File: config.mk
export PLATFORM = sky130hd
export DESIGN_NAME = kmst_ctrl
export DESIGN_NICKNAME = d
export VERILOG_FILES = /design/src/kmst_pkg.sv /design/src/kmst_ctrl.sv
export SDC_FILE = /design/constraint.sdc
export NUM_CORES = 1
export LEC_CHECK = 0
export BUFFER_PORTS_ARGS = -buffer_cell sky130_fd_sc_hd__buf_4
export CAP_MARGIN = 40
export CORE_AREA = 10 10 47 49
export DETAILED_ROUTE_END_ITERATION = 6
export DIE_AREA = 0 0 57 59
export GPL_ROUTABILITY_DRIVEN = 0
export PLACE_DENSITY = 0.75
export SLEW_MARGIN = 20
export SYNTH_ARGS = -nofsm -noshare
export SYNTH_HDL_FRONTEND = slang
export SYNTH_SLANG_ARGS = --single-unit
File: constraint.sdc
create_clock -name aclk -period 1.87 [get_ports aclk]
set_clock_uncertainty 0.1 [all_clocks]
set_input_delay 0.2805 -clock aclk [delete_from_list [all_inputs] [get_ports aclk]]
set_output_delay 0.2805 -clock aclk [all_outputs]
set_load 0.005 [all_outputs]
File: src/kmst_pkg.sv
// Package for the spanning-tree edge acceptor: widths, defaults, and the
// command/status structs between controller and datapath. No dependencies.
`timescale 1ns / 1ps

package kmst_pkg;

    localparam int NODES_DEF       = 1024;
    localparam int WEIGHT_BITS_DEF = 32;
    localparam int EP_W            = 10;
    localparam int W_IN            = 32;
    localparam int SUM_W           = 48;
    localparam int RANK_W          = 4;
    localparam int CNT_W           = 11;
    localparam logic [CNT_W-1:0]  CNT_RESET = 11'd1024;
    localparam logic [RANK_W-1:0] RANK_MAX  = 4'd15;

    typedef struct packed {
        logic ld_item;      // latch the input beat and its endpoint check
        logic start_a;      // begin a find at end_a
        logic start_b;      // begin a find at end_b
        logic par_rsel_walk;// parent read address: walk pointer, else cursor
        logic cur_adv;      // cursor steps to the parent just read
        logic comp_wr;      // point walk node at root, advance walk
        logic save_root_a;
        logic save_root_b;
        logic rank_rsel_b;  // rank read address: root b, else root a
        logic cap_rank_a;
        logic cap_rank_b;
        logic union_en;     // merge sets and add weight when roots differ
        logic clr_wr;       // write one entry of the clearing sweep
        logic out_ld;       // load the result registers
    } kmst_cmd_t;

    typedef struct packed {
        logic bad;          // latched endpoint check failed
        logic cur_is_root;  // parent just read equals the cursor
        logic walk_at_root; // compression walk reached the root
        logic clr_last;     // sweep is at the last entry
    } kmst_sts_t;

endpackage

File: src/kmst_ctrl.sv
// Controller: sequences clearing sweep, two finds with path compression,
// rank reads, union and result hand-off. Uses kmst_pkg.
`timescale 1ns / 1ps

module kmst_ctrl
    import kmst_pkg::*;
(
    input  logic      aclk,
    input  logic      aresetn,
    input  logic      cfg_we,
    input  logic      s_valid,
    output logic      s_ready,
    output logic      m_valid,
    input  logic      m_ready,
    input  kmst_sts_t sts,
    output kmst_cmd_t cmd
);

    localparam logic [3:0] S_CLEAR = 4'd0;
    localparam logic [3:0] S_IDLE  = 4'd1;
    localparam logic [3:0] S_START = 4'd2;
    localparam logic [3:0] S_FRD   = 4'd3;
    localparam logic [3:0] S_FCHK  = 4'd4;
    localparam logic [3:0] S_CRD   = 4'd5;
    localparam logic [3:0] S_CWR   = 4'd6;
    localparam logic [3:0] S_RKA   = 4'd7;
    localparam logic [3:0] S_RKB   = 4'd8;
    localparam logic [3:0] S_RKW   = 4'd9;
    localparam logic [3:0] S_UNION = 4'd10;
    localparam logic [3:0] S_OUT   = 4'd11;

    logic [3:0] state_reg, state_next;
    logic       side_reg, side_next;
    logic       m_valid_reg, m_valid_next;

    assign s_ready = (state_reg == S_IDLE) && !cfg_we;
    assign m_valid = m_valid_reg;

    always_comb begin
        state_next   = state_reg;
        side_next    = side_reg;
        cmd          = '0;
        case (state_reg)
            S_CLEAR: begin
                cmd.clr_wr = 1'b1;
                if (sts.clr_last) begin
                    state_next = S_IDLE;
                end
            end
            S_IDLE: begin
                if (s_valid && s_ready) begin
                    cmd.ld_item = 1'b1;
                    state_next  = S_START;
                end
            end
            S_START: begin
                if (sts.bad) begin
                    state_next = S_OUT;
                end else begin
                    cmd.start_a = 1'b1;
                    side_next   = 1'b0;
                    state_next  = S_FRD;
                end
            end
            S_FRD: begin
                state_next = S_FCHK;
            end
            S_FCHK: begin
                if (sts.cur_is_root) begin
                    state_next = S_CRD;
                end else begin
                    cmd.cur_adv = 1'b1;
                    state_next  = S_FRD;
                end
            end
            S_CRD: begin
                cmd.par_rsel_walk = 1'b1;
                if (!sts.walk_at_root) begin
                    state_next = S_CWR;
                end else if (!side_reg) begin
                    cmd.save_root_a = 1'b1;
                    cmd.start_b     = 1'b1;
                    side_next       = 1'b1;
                    state_next      = S_FRD;
                end else begin
                    cmd.save_root_b = 1'b1;
                    state_next      = S_RKA;
                end
            end
            S_CWR: begin
                cmd.comp_wr = 1'b1;
                state_next  = S_CRD;
            end
            S_RKA: begin
                state_next = S_RKB;
            end
            S_RKB: begin
                cmd.rank_rsel_b = 1'b1;
                cmd.cap_rank_a  = 1'b1;
                state_next      = S_RKW;
            end
            S_RKW: begin
                cmd.cap_rank_b = 1'b1;
                state_next     = S_UNION;
            end
            S_UNION: begin
                cmd.union_en = 1'b1;
                state_next   = S_OUT;
            end
            S_OUT: begin
                if (!m_valid_reg || m_ready) begin
                    cmd.out_ld = 1'b1;
                    state_next = S_IDLE;
                end
            end
            default: begin
                state_next = S_IDLE;
            end
        endcase
        if (cfg_we) begin
            cmd        = '0;
            state_next = S_CLEAR;
        end
    end

    always_comb begin
        m_valid_next = m_valid_reg;
        if (cmd.out_ld) begin
            m_valid_next = 1'b1;
        end else if (m_ready) begin
            m_valid_next = 1'b0;
        end
    end

    always_ff @(posedge aclk) begin
        if (!aresetn) begin
            state_reg   <= S_CLEAR;
            side_reg    <= 1'b0;
            m_valid_reg <= 1'b0;
        end else begin
            state_reg   <= state_next;
            side_reg    <= side_next;
            m_valid_reg <= m_valid_next;
        end
    end

    a_no_overwrite: assert property (@(posedge aclk) disable iff (!aresetn)
        cmd.out_ld |-> (!m_valid_reg || m_ready))
        else $error("result overwritten before it was taken");

    a_cfg_clears: assert property (@(posedge aclk) disable iff (!aresetn)
        cfg_we |=> (state_reg == S_CLEAR))
        else $error("register write did not start the clearing sweep");

    a_no_accept_clear: assert property (@(posedge aclk) disable iff (!aresetn)
        (state_reg == S_CLEAR) |-> !s_ready)
        else $error("input taken during clearing sweep");

endmodule

==> results list <==
- Transition time of the tightest slew-check pin: 0.466 ns
* Layout Cell Area excl Fill: 729 sq um
- STA classifies the critical path startpoint as a flip-flop.
- Most used flip-flop cell after synthesis: sky130_fd_sc_hd__dfxtp_1
- Fraction of registers with async set/reset: 0
- The mapped netlist covers 529 sq um.
- Of the total synthesized cell area, the portion taken by AND, OR, NAND and NOR gates is 0.423.
- CTS Hold Buffers Added: 0
- The share of the synthesized area in compound gates (AO/OA/AOI/OAI) is 0.229.
- Before antenna repair, the detailed router went through 4 iterations.
- The longest clock path from root to sink contains 2 buffers.
- Final instance count without filler cells: 106
- Endpoint arrival time on the critical path: 1.41 ns
* Min-delay worst type: input pin to flip-flop
- WP data required: 1.49 ns
- At the later pin of the worst-skew pair, clock insertion delay measures 0.25 ns.
- Mean cell area of the mapped netlist: 7.56 sq um
* Worst setup slack before clock tree synthesis: 0.257 ns
- The register with the most flip-flops in the layout has 4 of them.
* CTS tree: yes
* I/O Pins: 25
- Yosys mapped a number of flops with a built-in enable equal to 0.
* Final min period: 1.80 ns
* Fmax: 557 MHz
- Worst-path maximum fanout: 9
- Antenna Nets Post-Route: 0
* Clock Sinks: 6
- Entering global routing, the biggest net connects 12 pins.
* Commonest cells post-synth: sky130_fd_sc_hd__nor2_1, sky130_fd_sc_hd__nor2b_1, sky130_fd_sc_hd__dfxtp_1
- Counting every instance in the synthesized netlist gives 70.
* Period utilisation layout: 0.960
- Detailed-placement wirelength estimate: 1.24 mm
* Area growth, synth to finish: 37.8%
* # nets final: 101
* Total leakage power: 0.307 nW
- Summed over all layers, the global routing overflow is 0.
* Final WL: 1.57 mm
- The die is 59 um tall.
- Worst ir drop on vdd: 0.000268 V
- Final sum of negative setup slack: 0 ns
* Wire length of the first global-routing pass: 2.65 mm
* Synth warnings: 0
- Of the total synthesized cell area, the portion taken by full adders, half adders and majority gates is 0.
- Layout cell share with drive strength beyond 1: 0.444
- After detailed routing, the number of vias per cell comes to 5.51.
- Starting density of the core: 0.378
* Main area contributors after synthesis: sky130_fd_sc_hd__dfxtp_1, sky130_fd_sc_hd__nor2b_1, sky130_fd_sc_hd__buf_4
- Detailed router's first-iteration violation count: 13
- In this run the worst setup path begins at state_reg[1].
* Min setup slack post-route: 0.0750 ns
* Overall die area: 3360 sq um
- Counting tap cells, the placed design contains a total of 103 instances.
- The initial antenna violation count came to 0.
- The share of synthesized area in the top cell type comes to 0.227.
- Max-cap viol count: 0
- After clock tree synthesis, the clock-pin slew on the worst setup and hold paths is 0.05 ns.
- In the routed design, unresolved DRC markers number 0.
- Of the total synthesized cell area, the portion taken by XOR and XNOR cells is 0.
- The core region is 1400 sq um.
* Combinational family with the most area after synthesis: simple AND/OR/NAND/NOR gates
- Sequential area share after synthesis: 0.227
- CTS H-tree depth: 1
- Headroom to the max-slew limit: 0.681
* Number of antenna diodes: 0
- Net Count, Synth: 79
- Pwr dens: 451 nW/um^2
- Synthesis inferred 6 register bits.
- Start point of the worst hold path: aresetn
- Average wire per standard cell: 14.8 um
- Setup violations remaining at the end of the flow were counted as 0.
- The number of clock buffers added by TritonCTS is 3.
- Root cell of the clock tree: sky130_fd_sc_hd__clkbuf_4
* Result of the run: finished clean
* Number of endpoints with negative hold slack in the final report: 0
- The routed layout has 584 vias.
- FF-to-FF Start: state_reg[3]
- Total of buffers placed on input and output ports: 24
- Library cell with the largest summed area after synthesis: sky130_fd_sc_hd__dfxtp_1
- Postcts setup bufs: 0
- STA classifies the critical path endpoint as an output port.
- Row count: 14
- After synthesis, the share of cell area in mux cells is 0.
- Yosys mapped the design onto 34 distinct sky130hd cell types.
- The floorplan step set the die width to 57 um.
- Number of global-route vias before repair: 612
- In the global route stage, overall resource usage came out at 0.0938.
- Once placement finished, the instance area stood at 684 sq um.
- Total power draw: 329 uW
* Setup Crit Path Kind: flip-flop to output port
- RSZ-0062 raised after global routing: no
- Final slew viol count: 0
## per-stage QoR
step / util / hold WS [ns]
finish: 0.521 / 0.165
global route: 0.521 / 0.195
CTS: 0.509 / 0.165
detailed placement: 0.488 / 0.392
global placement: 0.488 / 0.383
floorplan: - / 0.298
## power breakdown
group / switching [mW] / leakage (nW) / internal, mW / total (mW)
Sequential: 0.00576 / 0.0499 / 0.131 / 0.137
Clock: 0.0571 / 0.0138 / 0.0733 / 0.130
Combinational: 0.0308 / 0.243 / 0.0310 / 0.0618
Total: 0.0937 / 0.307 / 0.235 / 0.329
## per-layer routing
layer,vias to the layer above,share of wire,GRT usage
li1,293,-,-
met1,266,0.39,0.0950
met2,23,0.53,0.171
met3,2,0.069,0.0322
met4,0,0.010,0.0403
met5,-,0,0
## cell families after synthesis
logic type,Yosys count
flip-flops,6
AND/OR/NAND/NOR,40
AO/OA/AOI/OAI,14
buffers and inverters,10
## critical path: stages (launching register included)
cell                      delay [ns]
sky130_fd_sc_hd__dfxtp_2        0.36
sky130_fd_sc_hd__or3_1          0.45
sky130_fd_sc_hd__nor2_2         0.12
sky130_fd_sc_hd__and2_1         0.13
sky130_fd_sc_hd__buf_4          0.10
## layout make-up
class	count	area, sq um
Tap cell	16	20.0
Fill cell	147	672
Clock buffer	3	22.5
Inverter	1	3.75
Sequential cell	6	124
Timing Repair Buffer	26	195
Multi-Input combinational cell	54	364
## cell usage in the layout (no fill, tap or decap), types with 2 or more instances in the layout
| master | count |
|---|---|
| sky130_fd_sc_hd__a2111oi_0 | 2 |
| sky130_fd_sc_hd__nand3_1 | 2 |
| sky130_fd_sc_hd__nor3_1 | 4 |
| sky130_fd_sc_hd__nand2b_1 | 4 |
| sky130_fd_sc_hd__dfxtp_2 | 3 |
| sky130_fd_sc_hd__nor2b_1 | 7 |
| sky130_fd_sc_hd__nor2_1 | 5 |
| sky130_fd_sc_hd__dfxtp_1 | 3 |
| sky130_fd_sc_hd__nor2_2 | 2 |
| sky130_fd_sc_hd__nand2_1 | 4 |
| sky130_fd_sc_hd__buf_4 | 26 |
| sky130_fd_sc_hd__clkbuf_4 | 3 |
| sky130_fd_sc_hd__and2_1 | 2 |
## final timing paths
check        depth (start not counted)  slack [ns]      endpoint
max reg2reg                          3        0.35  state_reg[0]
min reg2reg                          2        0.41      side_reg
max                                  4        0.07       cmd[13]
min                                  2        0.16       m_valid
## timing repair
| action | in CTS | in global routing |
|---|---|---|
| setup endpoints to repair | 1 | 4 |
| gates resized for setup | 1 | 7 |
| pin swaps | 0 | 0 |
Power figures use the tool's default switching activity.
